===== config.mk =====
export PLATFORM = sky130hd
export DESIGN_NAME = bmg_sqrt
export DESIGN_NICKNAME = d
export VERILOG_FILES = /design/src/design/bmg_pkg.sv /design/src/design/bmg_sqrt.sv
export SDC_FILE = /design/constraint.sdc
export NUM_CORES = 2
export LEC_CHECK = 0
export BUFFER_PORTS_ARGS = -buffer_cell sky130_fd_sc_hd__buf_4
export CORE_ASPECT_RATIO = 0.75
export CORE_MARGIN = 2
export CORE_UTILIZATION = 25
export CTS_CLUSTER_SIZE = 40
export DETAILED_ROUTE_END_ITERATION = 8
export PLACE_DENSITY = 0.45
export SYNTH_ARGS = -nofsm -noshare
export SYNTH_HDL_FRONTEND = slang
export SYNTH_MEMORY_MAX_BITS = 65536
export SYNTH_SLANG_ARGS = --single-unit

===== constraint.sdc =====
create_clock -name clk_i -period 4.8 [get_ports clk_i]
set_input_delay 0 -clock clk_i [delete_from_list [all_inputs] [get_ports clk_i]]
set_output_delay 0 -clock clk_i [all_outputs]
set_load 0.1 [all_outputs]

===== src/design/bmg_pkg.sv =====
// shared constants and types of the box-muller gaussian generator
// no dependencies
`default_nettype none

package bmg_pkg;

  // 2*ln(2) in Q26, rounded
  localparam logic [26:0] TWO_LN2_Q26 = 27'd93032640;
  // pi/2 in Q32 minus 2^32, the part of the constant above one
  localparam logic [31:0] HALF_PI_LO  = 32'd2451551556;
  // one in Q30
  localparam logic [30:0] ONE_Q30     = 31'h4000_0000;

  // register stages of each unit
  localparam int unsigned LOG_STAGES  = 32;
  localparam int unsigned SQRT_STAGES = 34;
  localparam int unsigned TRIG_STAGES = 18;

  // sine and cosine of the angle as sign and Q30 magnitude
  typedef struct packed {
    logic        s_neg;
    logic [30:0] s_mag;
    logic        c_neg;
    logic [30:0] c_mag;
  } trig_t;

endpackage

`default_nettype wire


===== src/design/bmg_sqrt.sv =====
// scaling by 2 ln 2 and bit-serial square root, one result bit per stage
// depends on bmg_pkg
`default_nettype none

module bmg_sqrt #(
  parameter int UW = 32
) (
  input  logic                      clk_i,
  input  logic                      rst_ni,
  input  logic                      en_i,
  input  logic                      valid_i,
  input  logic [$clog2(UW+1)+29:0]  l_i,
  output logic                      valid_o,
  output logic [31:0]               r_o
);

  localparam int LW  = $clog2(UW+1) + 30;
  localparam int HW  = LW - 18;
  localparam int NIT = 32;
  localparam int NST = bmg_pkg::SQRT_STAGES;

  logic [NST-1:0]  valid_q;
  logic [44:0]     plo_q;
  logic [HW+26:0]  phi_q;
  logic [63:0]     v_q   [NIT];
  logic [63:0]     res_q [NIT+1];

  logic [63:0]     cand_w [NIT];
  logic [NIT-1:0]  ge_w;

  always_comb begin
    for (int i = 0; i < NIT; i++) begin
      cand_w[i] = res_q[i] + (64'd1 << (62 - 2*i));
      ge_w[i]   = (v_q[i] >= cand_w[i]);
    end
  end

  always_ff @(posedge clk_i or negedge rst_ni) begin
    if (!rst_ni) begin
      valid_q <= '0;
    end else if (en_i) begin
      valid_q <= {valid_q[NST-2:0], valid_i};
    end
  end

  always_ff @(posedge clk_i) begin
    if (en_i) begin
      // product split in two partial products
      plo_q    <= 45'(l_i[17:0]) * 45'(bmg_pkg::TWO_LN2_Q26);
      phi_q    <= (HW+27)'(l_i[LW-1:18]) * (HW+27)'(bmg_pkg::TWO_LN2_Q26);
      v_q[0]   <= (64'(phi_q) << 18) + 64'(plo_q);
      res_q[0] <= '0;
      for (int i = 0; i < NIT; i++) begin
        if (ge_w[i]) begin
          res_q[i+1] <= (res_q[i] >> 1) + (64'd1 << (62 - 2*i));
        end else begin
          res_q[i+1] <= res_q[i] >> 1;
        end
      end
      for (int i = 0; i < NIT-1; i++) begin
        v_q[i+1] <= ge_w[i] ? (v_q[i] - cand_w[i]) : v_q[i];
      end
    end
  end

  assign valid_o = valid_q[NST-1];
  assign r_o     = res_q[NIT][31:0];

`ifndef NO_ASSERTIONS
  a_root_range: assert property (@(posedge clk_i) disable iff (!rst_ni)
    valid_o |-> (res_q[NIT][63:31] == '0))
    else $error("radius out of range");
`endif

endmodule

`default_nettype wire


==> key figures <==
Yosys
  – Syn_nets: 12212
  – Leading area contributor after synthesis: edfxtp_1
  – Ys Warns: 0
  – Synthesized cell area: 133000 um^2
  – Synth top area share: 55.6%
  – Post-Syn Instances: between 10000 and 15000
  – Register area share after synthesis: between 50% and 60%
  – #FFs+latches synth: 2500
  – Ranking of synthesized cells by area: edfxtp_1, ha_1, xnor2_1
  – Mapped Avg Cell Area: between 10 and 15 um^2
  – Most frequent cells after synthesis: edfxtp_1, inv_1, ha_1, nand2_1, nor2_1
  – Top FF cell, synth: edfxtp_1
  – Async SR Flop Fraction: 1.36%
  – Yosys cell types: 93
  – Most frequent cell after synthesis: edfxtp_1
  – Post-synth EDFFs: around 2500

STA
  – Slew headroom: between 20 and 25%
  – Hold slack: 75.9 ps
  – Tcrit/Tclk final: between 90 and 100%
  – Final hold vios: 0
  – Worst Skew: between 50 and 60 ps
  – Worst Max-Slew Pin Slew: 1100 ps
  – Maximum clock rate: between 200 and 250 MHz
  – Slew Viols, Final: 0
  – Endpoints failing setup: 0
  – Crit path time final: 4690 ps
  – Final setup margin: roughly 110 ps

Power
  – P_sw: about 27 mW
  – Pint: 54.5 mW
  – Max VDD drop: 422 uV
  – Leakage: between 60 and 70 nW
  – Sw Share: between 30 and 40%
  – Total chip power: 81.6 mW
  – Clock power share: between 20% and 30%
  – Seq pwr share: between 30% and 40%
  – Power density over cell area: roughly 530 nW/um^2
  – Comb power frac: between 30% and 40%

Die
  – Core box area: around 530000 um^2
  – Die Area: approximately 540000 um^2
  – Initial core utilization: 25.0%
  – # rows: around 230
  – Ports: 73
  – Die width: approximately 850 um
  – Die Ht: between 600 and 700 um

Drt
  – Drc violations: 0
  – DR vias/cell: 4.46
  – Routed WL: approximately 340000 um
  – Wirelength per Cell: between 15 and 20 um
  – First-pass DRT Iterations: 6
  – 1st-iter DRT viols: around 7200
  – Antenna-violating nets left: 0
  – Via count: between 80000 and 90000

Clock tree
  – Clk_lat worst skew: around 940 ps
  – CTS Sinks: 2500
  – CTS Buffer Depth: 4
  – Total CTS buffers: around 290
  – CTS tree: done
  – H-tree Lvls: 5
  – CTS clk-pin slew, worst paths: ~50 ps
  – Root buf cell: clkbuf_16

Place
  – DP Wirelength: 263000 um
  – Dpl cell area: around 150000 um^2
  – Dpl ws: -628 ps
  – Routability cong.: around 0.84
  – IO Port Bufs: about 70

Layout
  – Post-route cell area: between 150000 and 200000 um^2
  – Final core utilization: between 20 and 30%
  – Nets: 12762
  – Area grow syn2layout: 16.5%
  – Layout fillers: between 50000 and 60000
  – Layout cells sized above 1: under 10%

GRT
  – Grt ovf: 0
  – Initial antenna violation count: 21
  – First-pass GRT wire length: roughly 520000 um
  – Total GRT Usage: approximately an eighth
  – Vias in the first global route: 82117
  – Largest net degree at the start of global routing: between 150 and 200

Critical path
  – WS Path Type: primary input to register
  – Reg2Reg Depth: 13
  – Worst EP arrival: about 5400 ps
  – Startpoint Class: primary input
  – CP Max Fanout: 4
  – CP Capture Type: register
  – Worst Path Required: roughly 5500 ps

Hold path
  – Hold Crit Depth: 6
  – Hold Path Class: primary input to register

Job
  – Max-cap violations: 0

Outcome
  – Outcome: finished clean
==> per-layer routing <==
metal	GRT usage [%]	part of all wire [%]
met1	19.4	52
met2	17.7	41
met3	1.83	4.6
met4	2.42	1.9
met5	0	0.0079
==> sequential cells by signal, indices dropped and copies added (netlist names) <==
register / count
v_q: 1860
res_q: 528
phi_q: 39
plo_q: 39
valid_q: 34
==> cells in the final DEF, fill, tap and decap left out, types with 44 or more instances in the layout <==
cell	n
clkbuf_16	287
o21ai_0	493
buf_4	446
clkinv_2	54
xor2_1	450
nor4_1	290
o21bai_1	70
nor2b_1	81
nand3_1	173
inv_1	1085
xnor2_1	512
or3_1	104
edfxtp_1	2466
clkbuf_1	47
clkinv_1	44
ha_1	892
nand4_1	147
or4_1	51
a21o_1	329
nand2_1	725
a31oi_1	49
o21a_1	107
nand2b_1	111
and3_1	69
a21oi_1	609
nor4b_1	45
o31ai_1	59
fa_1	214
nor2_1	659
mux2_2	97
nor3_1	296
a211oi_1	55
==> power groups by stage <==
stage	sequential (mW)	combinational, mW	clock, mW
6_report	31.6	27.9	22.1
5_1_grt	31.9	31.6	23.7
4_1_cts	31.6	27.8	22.9
3_5_place_dp	32.0	27.5	0
3_3_place_gp	32.1	27.7	0
2_1_floorplan	30.7	18.6	0
==> worst paths after layout <==
check | endpoint | slack (ps) | startpoint
max in group asynchronous | valid_q[5] | 4490 | rst_ni
worst min-delay path | plo_q[44] | 80 | l_i[17]
worst min register to register | v_q[0][16] | 410 | plo_q[16]
worst max register to register | v_q[3][404] | 320 | res_q[29][6]
min in group asynchronous | valid_q[30] | 130 | rst_ni
worst max-delay path | plo_q[43] | 110 | l_i[3]
==> kinds of logic after synthesis <==
group	Yosys count	share of synthesized area, %
buffers and inverters	1325	3.76
adder cells (fa/ha/maj)	1129	11.8
XOR/XNOR	962	6.33
AND/OR/NAND/NOR	2963	11.2
AO/OA/AOI/OAI	2059	9.72
flip-flops	2500	56.3
multiplexers	105	0.881
==> worst max-delay path, stage by stage <==
cell and delay, ps:
buf_4 140, ha_4 160, dlygate4sd3_1 550, buf_4 140, ha_1 260, dlygate4sd3_1 560, ha_1 290, dlygate4sd3_1 560
ha_1 250, fa_1 420, a211oi_2 250, o21bai_1 170, a21oi_2 190, a31o_2 230, a21oi_2 90, o31ai_2 240
buf_4 170, o31ai_2 80, a221o_1 360, a21oi_2 140, xnor2_1 90
==> final cells by class <==
class	count	area [um^2]	share of cell area, %
Timing Repair Buffer	497	4090	2.63
Clock inverter	174	2000	1.29
Antenna cell	4	10.0	0.00645
Tap cell	7137	8930	5.76
Multi-Input combinational cell	7218	53700	34.6
Clock buffer	337	7400	4.77
Sequential cell	2500	74900	48.3
Inverter	1091	4100	2.64
==> through the flow <==
step	setup TNS, ps	std cells
finish	0	18958
global route	-17.5	18957
CTS	0	18951
detailed placement	-10860	18411
global placement	-11620	18411
floorplan	-367	11043
==> repair_timing <==
action / CTS / global route
resized for setup: 0 / 30
buffers inserted: 0 / 3
endpoints found under the hold margin: 538 / 0
endpoints found under the setup margin: 0 / 18
hold buffers: 29 / 0
Power figures use the tool's default switching activity.
