**config.mk**
```make
export PLATFORM = sky130hd
export DESIGN_NAME = bmg_scale
export DESIGN_NICKNAME = d
export VERILOG_FILES = /design/src/design/bmg_pkg.sv /design/src/design/bmg_scale.sv
export SDC_FILE = /design/constraint.sdc
export NUM_CORES = 2
export LEC_CHECK = 0
export ABC_AREA = 1
export ABC_CLOCK_PERIOD_IN_PS = 6200
export BUFFER_PORTS_ARGS = -buffer_cell sky130_fd_sc_hd__buf_2
export CORE_ASPECT_RATIO = 0.9
export CORE_MARGIN = 2
export CORE_UTILIZATION = 40
export DETAILED_ROUTE_END_ITERATION = 10
export PLACE_DENSITY = 0.61
export SLEW_MARGIN = 20
export SYNTH_ARGS = -nofsm -noshare
export SYNTH_HDL_FRONTEND = slang
export SYNTH_SLANG_ARGS = --single-unit
```
**constraint.sdc**
```tcl
create_clock -name clk_i -period 6.2 [get_ports clk_i]
set_input_delay 0.93 -clock clk_i [delete_from_list [all_inputs] [get_ports clk_i]]
set_output_delay 0.93 -clock clk_i [all_outputs]
set_load 0.02 [all_outputs]
```
**src/design/bmg_pkg.sv**
```systemverilog
// shared constants and types of the box-muller gaussian generator
// no dependencies
`default_nettype none

package bmg_pkg;

  // 2*ln(2) in Q26, rounded
  localparam logic [26:0] TWO_LN2_Q26 = 27'd93032640;
  // pi/2 in Q32 minus 2^32, the part of the constant above one
  localparam logic [31:0] HALF_PI_LO  = 32'd2451551556;
  // one in Q30
  localparam logic [30:0] ONE_Q30     = 31'h4000_0000;

  // register stages of each unit
  localparam int unsigned LOG_STAGES  = 32;
  localparam int unsigned SQRT_STAGES = 34;
  localparam int unsigned TRIG_STAGES = 18;

  // sine and cosine of the angle as sign and Q30 magnitude
  typedef struct packed {
    logic        s_neg;
    logic [30:0] s_mag;
    logic        c_neg;
    logic [30:0] c_mag;
  } trig_t;

endpackage

`default_nettype wire

```
**src/design/bmg_scale.sv**
```systemverilog
// radius times sine and cosine, rounding and saturation to the sample format
// depends on bmg_pkg
`default_nettype none

module bmg_scale #(
  parameter int SW = 16
) (
  input  logic                 clk_i,
  input  logic                 rst_ni,
  input  logic                 en_i,
  input  logic                 valid_i,
  input  logic [31:0]          r_i,
  input  bmg_pkg::trig_t       trig_i,
  output logic                 valid_o,
  output logic signed [SW-1:0] z_sin_o,
  output logic signed [SW-1:0] z_cos_o
);

  localparam int SH = 62 - SW;
  localparam logic [SW+1:0] MAX_POS = (SW+2)'((64'd1 << (SW-1)) - 64'd1);
  localparam logic [SW+1:0] MAX_NEG = (SW+2)'(64'd1 << (SW-1));

  logic [1:0]    valid_q;
  logic [62:0]   ps_q, pc_q;
  logic          sn_q, cn_q;
  logic [SW-1:0] zs_q, zc_q;

  function automatic logic [SW-1:0] round_sat(input logic [62:0] p, input logic neg);
    logic [63:0]   sum;
    logic [SW+1:0] mag;
    sum = 64'(p) + (64'd1 << (SH-1));
    mag = (SW+2)'(sum >> SH);
    if (neg) begin
      if (mag > MAX_NEG) begin
        mag = MAX_NEG;
      end
      return SW'(~mag + 1'b1);
    end else begin
      if (mag > MAX_POS) begin
        mag = MAX_POS;
      end
      return SW'(mag);
    end
  endfunction

  always_ff @(posedge clk_i or negedge rst_ni) begin
    if (!rst_ni) begin
      valid_q <= '0;
    end else if (en_i) begin
      valid_q <= {valid_q[0], valid_i};
    end
  end

  always_ff @(posedge clk_i) begin
    if (en_i) begin
      ps_q <= 63'(trig_i.s_mag) * 63'(r_i);
      pc_q <= 63'(trig_i.c_mag) * 63'(r_i);
      sn_q <= trig_i.s_neg;
      cn_q <= trig_i.c_neg;
      zs_q <= round_sat(ps_q, sn_q);
      zc_q <= round_sat(pc_q, cn_q);
    end
  end

  assign valid_o = valid_q[1];
  assign z_sin_o = signed'(zs_q);
  assign z_cos_o = signed'(zc_q);

endmodule

`default_nettype wire

```
==> impl_metrics.csv <==
group,metric,value,unit
placed_design,pre_cts_slack,-1.66,ns
clock_network,cts_sinks,72,
floorplan,core_region_area,174000,um2
yosys,synth_ff_type,"edfxtp_1",
timing,setup_tns,-27.90,ns
status,status,"finished with violations",
setup_path,cp_slowest_cell,"fa_1",
timing,post-route-min-period,7.08,ns
clock_network,cts_buffers,9,
flow_run,maxCapViolations,0,
clock_network,holdBufCountCts,0,
placed_design,port_buffers,132,
setup_path,end_kind,"flop",
clock_network,cts_tree,"done",
setup_path,path_class,"input pin to flop",
yosys,syn-cell-area,69900,um2
floorplan,fp.dieW,445,um
clock_network,root_buffer,"clkbuf_16",
clock_network,clock_latency,0.40,ns
yosys,synth_edf_count,70,
setup_path,worstPathBufferInverterCount,9,
setup_path,worstPathMaxFanout,6,
clock_network,cts_max_level,3,
floorplan,dieArea,178000,um2
setup_path,reg2reg_from,"pc_q[46]",
floorplan,fp.dieH,401,um
setup_path,cpLargestDelayFamily,"adder cells",
yosys,synth-seq-cells,72,
placed_design,gp_congestion,0.958,
yosys,yosys_warnings,0,
timing,fin_crit_sh,114,%
global_routing,antenna_found_initial,12,
timing,rsz0062_at_grt,"yes",
setup_path,startpoint,"r_i[20]",
timing,hold_viol,0,
clock_network,clockBufferDepth,2,
drt,avgViaCountPerCell,4.86,
global_routing,grt_pass1_vias,61000,
drt,drt_iter0_markers,5080,
global_routing,grt_pass1_wl,336000,um
clock_network,clk_pin_slew,0.07,ns
timing,finalClockSkew,0.00783,ns
drt,ant_nets,0,
yosys,synth_cells,9034,
yosys,synth_seq_area_share,3.08,%
floorplan,io_pins,133,
status,failed_checks,"negative setup slack",
timing,setup_viol,36,
placed_design,hpwl,179000,um
timing,worst_slew_margin_rel,39.5,%
drt,wire_per_inst,18.1,um
timing,timing.final.ws_setup,-0.879,ns
drt,via_count,58500,
timing,maxSlewViolCount,0,
global_routing,grt-ovfl-total,0,
yosys,ys_types,51,
setup_path,slowest_delay,0.58,ns
layout,final_nets,12100,
yosys,synthArstFlopShare,2.78,%
setup_path,arrival,7.23,ns
drt,drt_wl_total,218000,um
hold_path,min_path_type,"input pin to asynchronous set/reset pin",
drt,drt_first_pass_iters,6,
layout,synthToLayoutAreaGrowth,21.7,%
timing,fmax,141,MHz
drt,route.detailed.drc,0,
yosys,avgSynthCellArea,7.74,um2
floorplan,start_util,40.3,%
setup_path,crit_required,6.35,ns
layout,layout-drive-gt1-share,17.3,%
setup_path,path_common_cell,"fa_1",
global_routing,grt_max_degree,54,
setup_path,start_kind,"input pin",
timing,worst_slew_pin_slew,0.908,ns
yosys,syn_nets,11400,
global_routing,grt_usage,23.8,%
floorplan,fp-row-count,145,
==> worst register-to-register path, stage by stage (launching register included) <==
cell,delay (ns)
edfxtp_1,0.39
ha_1,0.23
nand2_1,0.11
nor2_4,0.15
nand3_1,0.14
nor3_1,0.14
nand3b_1,0.16
nand2b_1,0.44
nand2_2,0.45
nand2_1,0.23
ha_1,0.31
nand2_2,0.13
nor2_1,0.19
nand3_1,0.11
nand3_1,0.11
nand2_1,0.05
==> worst paths after layout <==
kind                       slack, ns  cells past startpoint          end
max reg2reg                     2.60                     15  z_cos_o[12]
min in group clk_i              0.52                      2   valid_q[1]
min reg2reg                     0.52                      2   valid_q[1]
max                            -0.88                     29     ps_q[56]
max in group asynchronous       5.80                      1   valid_q[0]
min                             0.30                      1   valid_q[1]
==> final cells by class <==
type                    count  area, um2
clock inverters             6       82.6
diodes                      5       12.5
multi-input cells        5640      57900
inverters                2902      10900
flip-flops and latches     72       2150
repair buffers           1130      10900
well taps                2278       2850
clock buffers              10        239
fillers                 16500      88600
==> layout by cell type (no fill, tap or decap), types with 8 or more instances in the layout <==
| cell type | n |
|---|---|
| buf_6 | 60 |
| a31oi_1 | 13 |
| o21ai_2 | 23 |
| o21ai_4 | 9 |
| nand2_2 | 74 |
| o21ai_1 | 44 |
| o21ai_0 | 59 |
| a21oi_2 | 57 |
| o211ai_1 | 11 |
| nand2_1 | 2370 |
| nor2_2 | 62 |
| nand3_1 | 88 |
| ha_4 | 61 |
| nand3_2 | 9 |
| buf_8 | 20 |
| a21oi_1 | 108 |
| buf_4 | 801 |
| a21oi_4 | 19 |
| nor2_4 | 31 |
| o21a_1 | 21 |
| xor2_1 | 28 |
| nor2_1 | 175 |
| fa_1 | 1664 |
| o31ai_1 | 8 |
| nor3_1 | 33 |
| inv_1 | 2845 |
| ha_1 | 445 |
| buf_16 | 8 |
| fa_2 | 66 |
| clkbuf_16 | 36 |
| edfxtp_1 | 70 |
| buf_12 | 127 |
| o21bai_1 | 16 |
| inv_2 | 56 |
| buf_2 | 84 |
| xnor2_1 | 9 |
| nand4_1 | 22 |
| nand2_4 | 20 |
==> sequential cells by signal, summed over array words and instances, names as in the netlist <==
| register | cells |
|---|---|
| cn_q | 1 |
| sn_q | 1 |
| z_sin_o | 16 |
| z_cos_o | 16 |
| pc_q | 18 |
| ps_q | 18 |
| valid_q | 2 |
==> through the flow <==
| stage | hold WS, ns | utilization [%] | area (um2) | std cells |
|---|---|---|---|---|
| finish | 0.305 | 49.0 | 85100 | 12000 |
| global route | 0.294 | 49.0 | 85100 | 12000 |
| CTS | 0.286 | 47.4 | 82200 | 12000 |
| detailed placement | 0.516 | 46.4 | 80500 | 11900 |
| global placement | 0.491 | 46.4 | 80500 | 11900 |
| floorplan | 0.478 | - | 71800 | 9034 |
==> synthesized netlist by cell type (3+ instances only) <==
| cell type | instances | area share [%] |
|---|---|---|
| nand2_2 | 6 | 0.054 |
| o41ai_1 | 5 | 0.063 |
| a21o_1 | 6 | 0.064 |
| nand3_1 | 97 | 0.69 |
| o21ai_1 | 15 | 0.11 |
| o2111ai_1 | 5 | 0.063 |
| nand2_1 | 2457 | 13 |
| o21bai_1 | 18 | 0.19 |
| a31oi_1 | 22 | 0.20 |
| o31ai_2 | 3 | 0.054 |
| nor4_1 | 10 | 0.090 |
| o21a_1 | 23 | 0.25 |
| o31ai_1 | 10 | 0.11 |
| xor2_1 | 30 | 0.38 |
| fa_1 | 1730 | 50 |
| buf_1 | 26 | 0.14 |
| buf_6 | 3 | 0.048 |
| ha_1 | 510 | 9.1 |
| nor2_4 | 3 | 0.048 |
| xnor2_1 | 9 | 0.11 |
| nand3b_1 | 5 | 0.054 |
| o21ai_0 | 117 | 0.84 |
| inv_1 | 2899 | 16 |
| o21ai_2 | 3 | 0.038 |
| a211oi_1 | 6 | 0.064 |
| buf_4 | 3 | 0.032 |
| nand4_1 | 22 | 0.20 |
| nor2_1 | 258 | 1.4 |
| clkbuf_1 | 388 | 2.1 |
| a21boi_0 | 3 | 0.032 |
| a21oi_1 | 184 | 1.3 |
| edfxtp_1 | 70 | 3.0 |
| nor3_1 | 43 | 0.31 |
| nand3_2 | 3 | 0.043 |
| a221oi_1 | 3 | 0.038 |
| nor2_2 | 7 | 0.063 |
| o211ai_1 | 11 | 0.12 |
==> per-layer routing <==
layer  GRT usage, %  vias up  wire length (um)
met2           36.1     2093             93200
met4           4.66        2              4510
li1               -    26700                 -
met1           37.0    29500            101000
met5              0        -                10
met3           2.40      234             18600
==> repair_timing <==
item                                    4_1_cts  5_1_grt
setup buffers                                17       57
cloned                                        8       27
gates resized for setup                     288      429
pin swaps                                    71      206
endpoints found under the setup margin       36       36
==> cell families after synthesis <==
group	synth area share, %
buf+inv	17.9
fa+ha+maj	58.7
simple gates	16.2
compound gates	3.62
xor+xnor	0.489
flops	3.08
Power is not shown: default switching activity piles up to over one toggle a cycle in this logic, so the estimate is an artifact.
